`src/rtl/core/i2c_register_file_slave_unit_macros.svh`:
```
// assertion helpers, clocked on clk_i and disabled while rst_ni is low
`ifndef I2C_REGISTER_FILE_SLAVE_UNIT_MACROS_SVH
`define I2C_REGISTER_FILE_SLAVE_UNIT_MACROS_SVH

`define I2C_RF_ASSERT_NEVER(label, cond) \
  label: assert property (@(posedge clk_i) disable iff (!rst_ni) !(cond)) \
    else $error("violation");

`define I2C_RF_ASSERT_NEXT(label, ante, cons) \
  label: assert property (@(posedge clk_i) disable iff (!rst_ni) (ante) |=> (cons)) \
    else $error("violation");

`endif

```
`src/rtl/core/i2c_rf_pkg.sv`:
```
`timescale 1ns / 1ps
package i2c_rf_pkg;

  localparam int unsigned GROUP_BASE = 72;
  localparam int unsigned NUM_GROUPS = 4;
  localparam int unsigned GPIO_GROUP = 73;

  localparam bit GPIO_IN_RANGE = (GPIO_GROUP >= GROUP_BASE) &&
                                 (GPIO_GROUP < GROUP_BASE + NUM_GROUPS);
  localparam logic [1:0] GPIO_SEL = GPIO_IN_RANGE ? 2'(GPIO_GROUP - GROUP_BASE) : 2'd0;

  localparam int unsigned STORE_DEPTH = 1024;
  localparam int unsigned STORE_AW = 10;

  localparam logic [7:0] GPIO_IN_RESET = 8'd152;
  localparam logic [7:0] CARD_MASK_RESET = 8'd1;

  localparam int unsigned PADDR_W = 3;

  typedef enum logic [1:0] {
    OP_START = 2'd0,
    OP_STOP  = 2'd1,
    OP_READ  = 2'd2,
    OP_WRITE = 2'd3
  } op_e;

  typedef enum logic [2:0] {
    PH_IDLE   = 3'd0,
    PH_SELECT = 3'd1,
    PH_WRITE1 = 3'd2,
    PH_WRITE2 = 3'd3,
    PH_READ1  = 3'd4
  } phase_e;

  typedef enum logic {
    REG_GPIO_IN   = 1'b0,
    REG_CARD_MASK = 1'b1
  } reg_idx_e;

  typedef struct packed {
    logic [7:0] gpio_in_register;
    logic [7:0] card_detect_mask;
  } cfg_t;

  typedef struct packed {
    logic                we;
    logic [STORE_AW-1:0] waddr;
    logic [7:0]          wdata;
    logic [STORE_AW-1:0] raddr;
  } mem_req_t;

endpackage

```
`src/rtl/core/i2c_rf_cfg.sv`:
```
`timescale 1ns / 1ps
module i2c_rf_cfg (
  input  logic                         clk_i,
  input  logic                         rst_ni,
  input  logic                         psel,
  input  logic                         penable,
  input  logic                         pwrite,
  input  logic [i2c_rf_pkg::PADDR_W-1:0] paddr,
  input  logic [31:0]                  pwdata,
  output logic [31:0]                  prdata,
  output logic                         pready,
  output i2c_rf_pkg::cfg_t             cfg_o
);
  import i2c_rf_pkg::*;

  logic [7:0] gpio_in_q, gpio_in_d;
  logic [7:0] mask_q, mask_d;
  logic       wr_en;
  reg_idx_e   idx;

  assign pready = 1'b1;
  assign wr_en  = psel && penable && pwrite;
  assign idx    = reg_idx_e'(paddr[2]);

  always_comb begin
    gpio_in_d = gpio_in_q;
    mask_d    = mask_q;
    if (wr_en) begin
      case (idx)
        REG_GPIO_IN:   gpio_in_d = pwdata[7:0];
        REG_CARD_MASK: mask_d    = pwdata[7:0];
        default: ;
      endcase
    end
  end

  always_ff @(posedge clk_i or negedge rst_ni) begin
    if (!rst_ni) begin
      gpio_in_q <= GPIO_IN_RESET;
      mask_q    <= CARD_MASK_RESET;
    end else begin
      gpio_in_q <= gpio_in_d;
      mask_q    <= mask_d;
    end
  end

  always_comb begin
    prdata = 32'd0;
    case (idx)
      REG_GPIO_IN:   prdata = {24'd0, gpio_in_q};
      REG_CARD_MASK: prdata = {24'd0, mask_q};
      default:       prdata = 32'd0;
    endcase
  end

  assign cfg_o.gpio_in_register = gpio_in_q;
  assign cfg_o.card_detect_mask = mask_q;
endmodule

```
`config.mk`:
```
export PLATFORM = sky130hd
export DESIGN_NAME = i2c_rf_cfg
export DESIGN_NICKNAME = d
export VERILOG_FILES = /design/src/rtl/core/i2c_register_file_slave_unit_macros.svh /design/src/rtl/core/i2c_rf_pkg.sv /design/src/rtl/core/i2c_rf_cfg.sv
export SDC_FILE = /design/constraint.sdc
export NUM_CORES = 1
export LEC_CHECK = 0
export ABC_CLOCK_PERIOD_IN_PS = 1100
export BUFFER_PORTS_ARGS = -buffer_cell sky130_fd_sc_hd__buf_2
export CAP_MARGIN = 20
export CELL_PAD_IN_SITES_DETAIL_PLACEMENT = 2
export CELL_PAD_IN_SITES_GLOBAL_PLACEMENT = 2
export CORE_MARGIN = 8
export CORE_UTILIZATION = 19
export CTS_CLUSTER_DIAMETER = 30
export DETAILED_ROUTE_END_ITERATION = 7
export PLACE_DENSITY_LB_ADDON = 0.15
export SLEW_MARGIN = 25
export SYNTH_ARGS = -nofsm -noshare
export SYNTH_HDL_FRONTEND = slang
export SYNTH_SLANG_ARGS = --single-unit
```
`constraint.sdc`:
```
create_clock -name clk_i -period 1.1 [get_ports clk_i]
set_clock_uncertainty 0.15 [all_clocks]
set_input_delay 0.11 -clock clk_i [delete_from_list [all_inputs] [get_ports clk_i]]
set_output_delay 0.11 -clock clk_i [all_outputs]
set_load 0.03 [all_outputs]
```
==> results.json <==
{
  "synth_cells": 70,
  "vias": 679,
  "grt_pass1_wl_um": 4512,
  "ios": 89,
  "r2r-start": "gpio_in_q[2]",
  "rsz0062_at_grt": "true",
  "fmax_mhz": 761.8,
  "htreeDepth": 1,
  "multi_input_area_um2": 439.2,
  "fin_area_um2": 1564,
  "leakage_nw": 0.7758,
  "rows": 25,
  "place_area_um2": 1194,
  "rrSetupSlack_ns": -0.03,
  "core_um2": 4723,
  "yosys_warnings": 0,
  "internal_power_mw": 1.849,
  "gp_congestion": 0.6402,
  "grt_start_max_net_pins": 17,
  "path_max_fanout": 2,
  "required_ns": 0.84,
  "critPathCaptureType": "output pin",
  "first_pass_iters": 4,
  "register_area_um2": 405.4,
  "nNetsFinal": 174,
  "setup_tns_ns": -2.829,
  "p_comb_frac": 0.545,
  "port_buffers": 37,
  "vias_per_cell": 3.395,
  "path_cells": "mux2_4 > buf_6",
  "drt_wl_total_um": 2819,
  "clk_path_buf_depth": 2,
  "power.switching_mw": 1.109,
  "die_w_um": 85.86,
  "antenna_found_initial": 0,
  "cts_tree": "done",
  "power_mw": 2.959,
  "hpwl_um": 2151,
  "reg2regPathDepth": 3,
  "arrival_ns": 1.05,
  "p_per_area_nw_per_um2": 1892,
  "clock_sinks": 16,
  "place_ws_ns": -0.1035,
  "syn_area_um2": 927.1,
  "syn_avg_cell_area_um2": 13.24,
  "setup_viol": 24,
  "vdd_drop_max_mv": 0.4363,
  "die-area_um2": 7371,
  "start_util": 0.1963,
  "finalHoldViolCount": 0,
  "first_global_vias": 835,
  "post-route-period-util": 1.193,
  "swShare": 0.3750,
  "area_delta_synth_final_pct": 68.69,
  "layout-drive-gt1-share": 0.6541,
  "gr-total-overflow": 0,
  "critPathMaxStageDelay_ns": 0.39,
  "p_clk_frac": 0.174,
  "cap_violations": 0,
  "drt_iter0_drc": 16,
  "yosysUniqueCellTypes": 8,
  "crit_type": "flip-flop to output pin",
  "grt_util_all_layers": 0.07915,
  "start_kind": "flip-flop",
  "insertion_delay_ns": 0.24,
  "seq_power_share": 0.281,
  "violations": "negative setup slack",
  "cts_root_buffer": "clkbuf_8",
  "fillCellCount": 505,
  "maxSlewViolCount": 0,
  "fin_util": 0.3311,
  "drc": 0,
  "fin_crit_ns": 1.313,
  "die_h_um": 85.86,
  "ys_seq_area_frac": 0.4372,
  "crit_slowest_cell": "dfrtp_1",
  "setup_ws_ns": -0.2127,
  "clk_pin_slew_ns": 0.06,
  "status": "complete, but fails checks",
  "min_path_type": "primary input to async pin",
  "antenna_cells": 0,
  "ant_nets": 0,
  "post_drt_wl_per_cell_um": 14.10,
  "r2r-end": "gpio_in_q[2]",
  "cts_made_buffers": 3,
  "synth-seq-cells": 16
}
Yosys cell counts:
| master | n | area (um^2) |
|---|---|---|
| buf_4 | 25 | 187.7 |
| mux2_2 | 24 | 270.3 |
| dfrtp_1 | 12 | 300.3 |
| dfstp_2 | 4 | 105.1 |
| conb_1 | 2 | 7.510 |
| buf_6 | 1 | 11.26 |
| nand4_4 | 1 | 21.27 |
| nand4b_4 | 1 | 23.77 |
critical path, delay by kind of cell, from the launching register on:
| kind | cells | cell delay [ns] |
|---|---|---|
| flip-flops | 1 | 0.39 |
| buffers and inverters | 1 | 0.14 |
| multiplexers | 1 | 0.28 |
per-layer routing:
layer / GRT usage / part of all wire / vias to the layer above / routed length, um
met2: 0.1396 / 0.51 / 34 / 1450
met1: 0.08156 / 0.40 / 330 / 1121
met4: 0.02389 / 0.0028 / 0 / 8
met5: 0 / 0 / - / 0
li1: - / - / 313 / -
met3: 0.03629 / 0.085 / 2 / 239
registers in the layout, summed over array words and instances (netlist names):
signal	count
gpio_in_q	8
mask_q	8
how the worst max path moves through the flow:
stage | endpoint | slack [ns] | cells after the start | start
final | prdata[5] | -0.21 | 2 | gpio_in_q[5]
after global routing | prdata[4] | -0.25 | 2 | mask_q[4]
after CTS | prdata[0] | -0.23 | 2 | mask_q[0]
after detailed placement | gpio_in_q[2] | -0.10 | 3 | paddr[2]
after global placement | gpio_in_q[1] | -0.09 | 3 | paddr[2]
after floorplan | prdata[3] | -0.001 | 1 | gpio_in_q[3]
power by group through the flow:
stage | logic (mW) | registers, mW | clock network, mW
after floorplan | 0.590 | 1.10 | 0
after global placement | 1.17 | 0.830 | 0
after detailed placement | 1.19 | 0.838 | 0
after CTS | 1.51 | 0.829 | 0.550
after global routing | 1.71 | 0.843 | 0.573
final | 1.61 | 0.831 | 0.516
what timing repair did:
action                                  4_1_cts  5_1_grt
hold buffers                                  9        0
resized for setup                            41       21
endpoints found under the hold margin        32        0
endpoints found under the setup margin       19       24
buffers inserted                              5        6
per-stage QoR:
stage | cells | hold WS, ns
after floorplan | 93 | -0.3356
after global placement | 180 | -0.09077
after detailed placement | 180 | -0.09278
after CTS | 196 | 0.1868
after global routing | 200 | 0.2121
final | 200 | 0.1765
logic make-up after synthesis:
family	after synthesis	share of synthesized area
buf+inv	26	0.2146
mux	24	0.2915
flops	16	0.4372
simple gates	2	0.04858
other cells	2	0.008100
final cells by class:
class / instances / area share
clock buffers: 4 / 0.03520
flip-flops and latches: 16 / 0.2592
well taps: 67 / 0.05360
multi-input cells: 51 / 0.2808
repair buffers: 62 / 0.3712
layout by cell type (no fill, tap or decap), drive strengths merged:
master,instances
conb,25
dlygate4sd3,9
mux2,24
buf,53
dfrtp,12
nand4b,1
nand4,1
clkbuf,4
dfstp,4
(Power assumes the default switching activity.)
