File: src/rtl/core/i2c_register_file_slave_unit_macros.svh
// assertion helpers, clocked on clk_i and disabled while rst_ni is low
`ifndef I2C_REGISTER_FILE_SLAVE_UNIT_MACROS_SVH
`define I2C_REGISTER_FILE_SLAVE_UNIT_MACROS_SVH

`define I2C_RF_ASSERT_NEVER(label, cond) \
  label: assert property (@(posedge clk_i) disable iff (!rst_ni) !(cond)) \
    else $error("violation");

`define I2C_RF_ASSERT_NEXT(label, ante, cons) \
  label: assert property (@(posedge clk_i) disable iff (!rst_ni) (ante) |=> (cons)) \
    else $error("violation");

`endif

File: src/rtl/core/i2c_rf_pkg.sv
`timescale 1ns / 1ps
package i2c_rf_pkg;

  localparam int unsigned GROUP_BASE = 72;
  localparam int unsigned NUM_GROUPS = 4;
  localparam int unsigned GPIO_GROUP = 73;

  localparam bit GPIO_IN_RANGE = (GPIO_GROUP >= GROUP_BASE) &&
                                 (GPIO_GROUP < GROUP_BASE + NUM_GROUPS);
  localparam logic [1:0] GPIO_SEL = GPIO_IN_RANGE ? 2'(GPIO_GROUP - GROUP_BASE) : 2'd0;

  localparam int unsigned STORE_DEPTH = 1024;
  localparam int unsigned STORE_AW = 10;

  localparam logic [7:0] GPIO_IN_RESET = 8'd152;
  localparam logic [7:0] CARD_MASK_RESET = 8'd1;

  localparam int unsigned PADDR_W = 3;

  typedef enum logic [1:0] {
    OP_START = 2'd0,
    OP_STOP  = 2'd1,
    OP_READ  = 2'd2,
    OP_WRITE = 2'd3
  } op_e;

  typedef enum logic [2:0] {
    PH_IDLE   = 3'd0,
    PH_SELECT = 3'd1,
    PH_WRITE1 = 3'd2,
    PH_WRITE2 = 3'd3,
    PH_READ1  = 3'd4
  } phase_e;

  typedef enum logic {
    REG_GPIO_IN   = 1'b0,
    REG_CARD_MASK = 1'b1
  } reg_idx_e;

  typedef struct packed {
    logic [7:0] gpio_in_register;
    logic [7:0] card_detect_mask;
  } cfg_t;

  typedef struct packed {
    logic                we;
    logic [STORE_AW-1:0] waddr;
    logic [7:0]          wdata;
    logic [STORE_AW-1:0] raddr;
  } mem_req_t;

endpackage

File: src/rtl/core/i2c_rf_ctrl.sv
`timescale 1ns / 1ps
module i2c_rf_ctrl (
  input  logic                 clk_i,
  input  logic                 rst_ni,
  input  i2c_rf_pkg::cfg_t     cfg_i,
  input  logic                 busy_i,
  input  logic [7:0]           rdata_i,
  output i2c_rf_pkg::mem_req_t req_o,
  output logic                 adv_o,
  input  logic                 s_axis_tvalid,
  output logic                 s_axis_tready,
  input  logic [23:0]          s_axis_tdata,
  input  logic [1:0]           s_axis_tuser,
  output logic                 m_axis_tvalid,
  input  logic                 m_axis_tready,
  output logic [7:0]           m_axis_tdata,
  output logic                 m_axis_tuser
);
  import i2c_rf_pkg::*;

  logic        in_v_q, in_v_d;
  op_e         op_q;
  logic [6:0]  addr_q;
  logic        rd_q;
  logic [7:0]  data_q;
  logic        present_q;

  phase_e      phase_q, phase_d;
  logic [1:0]  group_q, group_d;
  logic [7:0]  sel_q, sel_d;

  logic        m_v_q, m_v_d;
  logic [7:0]  rbyte_q, rbyte_d;
  logic        err_q, err_d;

  logic        adv, take;
  logic        we;
  logic [7:0]  addr_off;
  logic [7:0]  gpio_val;
  logic        gpio_hit;

  assign adv  = in_v_q && (!m_v_q || m_axis_tready);
  assign s_axis_tready = !busy_i && (!in_v_q || adv);
  assign take = s_axis_tvalid && s_axis_tready;

  always_comb begin
    in_v_d = in_v_q;
    if (take) begin
      in_v_d = 1'b1;
    end else if (adv) begin
      in_v_d = 1'b0;
    end
  end

  always_ff @(posedge clk_i) begin
    if (take) begin
      op_q      <= op_e'(s_axis_tuser);
      addr_q    <= s_axis_tdata[6:0];
      rd_q      <= s_axis_tdata[7];
      data_q    <= s_axis_tdata[15:8];
      present_q <= s_axis_tdata[16];
    end
  end

  assign addr_off = {1'b0, addr_q} - 8'(GROUP_BASE);
  assign gpio_hit = GPIO_IN_RANGE && (group_q == GPIO_SEL) &&
                    (sel_q == cfg_i.gpio_in_register);

  always_comb begin
    gpio_val = rdata_i;
    if (gpio_hit) begin
      gpio_val = present_q ? (rdata_i & ~cfg_i.card_detect_mask)
                           : (rdata_i | cfg_i.card_detect_mask);
    end
  end

  always_comb begin
    phase_d = phase_q;
    group_d = group_q;
    sel_d   = sel_q;
    rbyte_d = 8'd0;
    err_d   = 1'b0;
    we      = 1'b0;
    if (adv) begin
      case (op_q)
        OP_START: begin
          if (phase_q == PH_WRITE1) begin
            phase_d = rd_q ? PH_READ1 : PH_WRITE2;
          end else if (phase_q == PH_IDLE && !rd_q) begin
            if ({1'b0, addr_q} >= 8'(GROUP_BASE) && addr_off < 8'(NUM_GROUPS)) begin
              group_d = addr_off[1:0];
              phase_d = PH_SELECT;
            end else begin
              err_d = 1'b1;
            end
          end else begin
            err_d = 1'b1;
          end
        end
        OP_STOP: phase_d = PH_IDLE;
        OP_READ: begin
          if (phase_q != PH_READ1) begin
            err_d = 1'b1;
          end else begin
            rbyte_d = gpio_val;
            sel_d   = sel_q + 8'd1;
          end
        end
        OP_WRITE: begin
          if (phase_q == PH_SELECT) begin
            sel_d   = data_q;
            phase_d = PH_WRITE1;
          end else if (phase_q == PH_WRITE1 || phase_q == PH_WRITE2) begin
            phase_d = PH_WRITE2;
            we      = 1'b1;
            sel_d   = sel_q + 8'd1;
          end else begin
            err_d = 1'b1;
          end
        end
        default: err_d = 1'b1;
      endcase
    end
  end

  always_comb begin
    m_v_d = m_v_q;
    if (adv) begin
      m_v_d = 1'b1;
    end else if (m_axis_tready) begin
      m_v_d = 1'b0;
    end
  end

  always_ff @(posedge clk_i or negedge rst_ni) begin
    if (!rst_ni) begin
      in_v_q  <= 1'b0;
      m_v_q   <= 1'b0;
      phase_q <= PH_IDLE;
      group_q <= 2'd0;
      sel_q   <= 8'd0;
    end else begin
      in_v_q  <= in_v_d;
      m_v_q   <= m_v_d;
      phase_q <= phase_d;
      group_q <= group_d;
      sel_q   <= sel_d;
    end
  end

  always_ff @(posedge clk_i) begin
    if (adv) begin
      rbyte_q <= rbyte_d;
      err_q   <= err_d;
    end
  end

  // read address follows the state the next request will see
  assign req_o.we    = we;
  assign req_o.waddr = {group_q, sel_q};
  assign req_o.wdata = data_q;
  assign req_o.raddr = {group_d, sel_d};

  assign adv_o         = adv;
  assign m_axis_tvalid = m_v_q;
  assign m_axis_tdata  = rbyte_q;
  assign m_axis_tuser  = err_q;
endmodule

File: config.mk
export PLATFORM = sky130hd
export DESIGN_NAME = i2c_rf_ctrl
export DESIGN_NICKNAME = d
export VERILOG_FILES = /design/src/rtl/core/i2c_register_file_slave_unit_macros.svh /design/src/rtl/core/i2c_rf_pkg.sv /design/src/rtl/core/i2c_rf_ctrl.sv
export SDC_FILE = /design/constraint.sdc
export NUM_CORES = 1
export LEC_CHECK = 0
export BUFFER_PORTS_ARGS = -buffer_cell sky130_fd_sc_hd__buf_4
export CAP_MARGIN = 5
export CORE_UTILIZATION = 47
export CTS_BUF_LIST = sky130_fd_sc_hd__clkbuf_4 sky130_fd_sc_hd__clkbuf_8
export DETAILED_ROUTE_END_ITERATION = 12
export PLACE_DENSITY_LB_ADDON = 0.25
export SYNTH_ARGS = -nofsm -noshare
export SYNTH_HDL_FRONTEND = slang
export SYNTH_SLANG_ARGS = --single-unit
File: constraint.sdc
create_clock -name clk_i -period 2.2 [get_ports clk_i]
set_input_delay 0.33 -clock clk_i [delete_from_list [all_inputs] [get_ports clk_i]]
set_output_delay 0.33 -clock clk_i [all_outputs]
set_load 0.02 [all_outputs]
==> results.toml <==
[status]
outcome = "finished, violations left"
violations = "negative setup slack"

[global_route]
grt_pass1_wl_um = 8804
grt_max_degree = 17
gr-total-overflow = 0
first_global_vias = 1916
grtUsageTotal_pct = 22.83
grt_antenna_before_repair = 0

[synthesis]
yosysUniqueCellTypes = 49
ys.warnings.count = 0
ys_seq_elements = 43
synth_nets = 237
syn_inst = 180
synth_area_per_cell_um2 = 11.94
ys_seq_area_share_pct = 56.61
syn-cell-area_um2 = 2148

[clock_network]
tritoncts = "yes"
cts.path.max_buffers = 2
cts.sinks = 43
cts.clk_slew.worst_paths_ns = 0.08
cts_buffers = 5
htreeDepth = 2
clock_latency_ns = 0.29
cts-root-buf = "clkbuf_8"

[final_layout]
fin_area_um2 = 3274
fill_cells = 294
drive_gt1_share_pct = 47.64
fin_cells = 348
antennaDiodeCount = 0
utilization_pct = 74.69
register_area_um2 = 1216
area_growth_pct = 52.42
nets = 352
multi_input_area_um2 = 944.7

[critical_path]
path_cells = "or4b_4, o21ai_4, a32oi_2, o221ai_2, buf_4"
crit_type = "reg -> out"
required_ns = 1.87
regToRegSetupSlack_ns = 0.20
end_kind = "output port"
start_kind = "register"
critPathArrivalTime_ns = 2.04
cp_max_fo = 8
cpMaxStageDelayCell = "or4b_4"
worstReg2RegStart = "addr_q[3]"
crit_path_max_incr_delay_ns = 0.58
r2r-end = "phase_q[0]"
rr_worst_depth = 8

[route]
firstDrtPassIters = 4
drtAntennaViolNets = 0
viasPerCell = 5.664
wire_per_inst_um = 15.65
drc = 0
wirelength_um = 5447
drtIter0Drc = 122
vias = 1971

[sta]
fin_skew_ns = 0.004197
finalCritPeriodShare_pct = 107.6
max_slew.worst_pin.slew_ns = 0.3786
rsz0062_at_grt = "yes"
relSlewSlack_pct = 74.73
fin_crit_ns = 2.366
setup_ws_ns = -0.1662
finalSetupViolations = 10
final_hold_viol_count = 0
setup_tns_ns = -1.030
max_freq_ghz = 0.4226
maxSlewViolCount = 0
holdWs_ns = 0.2100

[flow_run]
maxCapViolCount = 0

[die]
coreArea_um2 = 4384
initial_utilization_pct = 49.00
die_x_um = 69.61
die_h_um = 69.61
die_area_um2 = 4846
ios = 96
row_count = 24

[placement]
dpl-instance-area_um2 = 2964
dp_hpwl_um = 3725
place_ws_ns = 0.0001958
place.port_buffers = 88
routabilityCongestion = 0.8674
numPlacedInstances = 329

[power_and_ir_drop]
power_density_nw_per_um2 = 959.0
p_total_mw = 3.140
ir_worst_vdd_mv = 0.6133
p_leak_nw = 1.479

[worst_hold_path]
hold_path.class = "in -> reg"
whs_path_depth = 1
min_to = "addr_q[4]"
hold_start = "s_axis_tdata[4]"
-- sequential cells by signal, summed over array words and instances (netlist names) --
signal,count
op_q,2
rd_q,1
sel_q,8
present_q,1
m_axis_tdata,8
in_v_q,1
group_q,2
m_axis_tvalid,1
addr_q,7
data_q,8
phase_q,3
m_axis_tuser,1
-- cells in the final DEF, fill, tap and decap left out, drive strengths merged, types with 2 or more instances in the layout --
cell type	Yosys	final
mux2	4	4
nor2	6	6
a22oi	2	2
nand4	9	9
nand3b	2	2
nand2	12	12
a32oi	6	6
o22ai	4	4
inv	13	13
nand4b	3	3
nand2b	5	5
buf	4	115
nor3	5	5
dfrtp	15	15
clkinv	0	2
xor2	8	8
clkbuf	4	5
edfxtp	28	28
o21ai	2	2
and3	3	3
a21oi	2	2
ha	2	2
nand3	5	5
nor3b	2	2
mux2i	9	9
o221ai	6	6
nor2b	2	2
-- how the worst max path moves through the flow --
stage | depth (start not counted) | end | slack (ns) | start
detailed placement | 7 | req_o[9] | 0.0002 | addr_q[3]
floorplan | 5 | req_o[6] | 0.03 | phase_q[0]
global placement | 7 | req_o[8] | 0.05 | addr_q[3]
global route | 7 | req_o[9] | -0.31 | addr_q[3]
CTS | 7 | req_o[9] | -0.22 | addr_q[3]
finish | 5 | req_o[3] | -0.17 | phase_q[0]
-- cell families (layout without fill, tap and decap cells) --
family / Yosys count / after routing / synth area share (%)
AOI/OAI and AO/OA: 32 / 32 / 11.88
buffers and inverters: 21 / 137 / 4.018
xor gates and xnor gates: 9 / 9 / 3.669
muxes: 13 / 13 / 6.290
and+or+nand+nor: 60 / 60 / 16.37
adders and majority gates: 2 / 2 / 1.165
DFF: 43 / 43 / 56.61
-- cell usage after synthesis (all sizes together) --
master | count | area share (%)
edfxtp | 28 | 39
dfrtp | 15 | 17
inv | 13 | 2.3
nand2 | 12 | 2.1
mux2i | 9 | 4.2
nand4 | 9 | 2.6
xor2 | 8 | 3.3
a32oi | 6 | 2.4
nor2 | 6 | 1.0
o221ai | 6 | 2.4
nand2b | 5 | 1.5
nand3 | 5 | 1.2
nor3 | 5 | 1.4
buf | 4 | 1.0
clkbuf | 4 | 0.70
mux2 | 4 | 2.1
o22ai | 4 | 1.2
and3 | 3 | 0.87
nand4b | 3 | 1.2
a21oi | 2 | 0.64
a22oi | 2 | 0.70
ha | 2 | 1.2
nand3b | 2 | 0.70
nor2b | 2 | 0.58
nor3b | 2 | 0.70
o21ai | 2 | 0.64
a21o | 1 | 0.35
a221o | 1 | 0.47
a221oi | 1 | 0.41
a22o | 1 | 0.41
a31oi | 1 | 0.29
and2 | 1 | 0.29
and4 | 1 | 0.41
nor4 | 1 | 0.58
nor4bb | 1 | 0.47
o2111ai | 1 | 0.41
o21a | 1 | 0.35
o21bai | 1 | 0.35
o31a | 1 | 0.41
o41ai | 1 | 0.41
or3 | 1 | 0.29
or4b | 1 | 0.47
xnor2 | 1 | 0.41
-- repair_timing --
action | in CTS | in global routing
pin swaps | 13 | 8
buffers inserted | 8 | 6
resized for setup | 13 | 9
hold endpoints to repair | 15 | 0
hold buffers | 1 | 0
setup endpoints to repair | 10 | 13
-- where the power goes --
group	internal (mW)	switching (mW)	total, mW
clock	0.332	0.258	0.591
combinational	0.657	0.743	1.40
sequential	0.988	0.162	1.15
total	1.98	1.16	3.14
-- worst max-delay path, delay by kind of cell (launching register included) --
family,cells,cell delay [ns]
buffers and inverters,1,0.19
AO/OA/AOI/OAI,3,0.57
AND/OR/NAND/NOR,1,0.58
flip-flops,1,0.41
-- final cells by class --
type / count / area share (%)
sequential: 43 / 37.14
multi-input combinational: 116 / 28.85
timing repair buffer: 116 / 27.24
clock buffer: 5 / 2.102
tap: 52 / 1.987
inverter: 13 / 1.490
clock inverter: 3 / 1.185
-- layer usage --
layer,vias up,track usage [%],part of all wire (%)
met5,-,0,0
met4,0,7.556,1.4
met3,9,4.506,6.8
met2,97,37.65,50
met1,943,30.35,42
li1,922,-,-
Note: power is estimated with default switching activity, not from simulation.
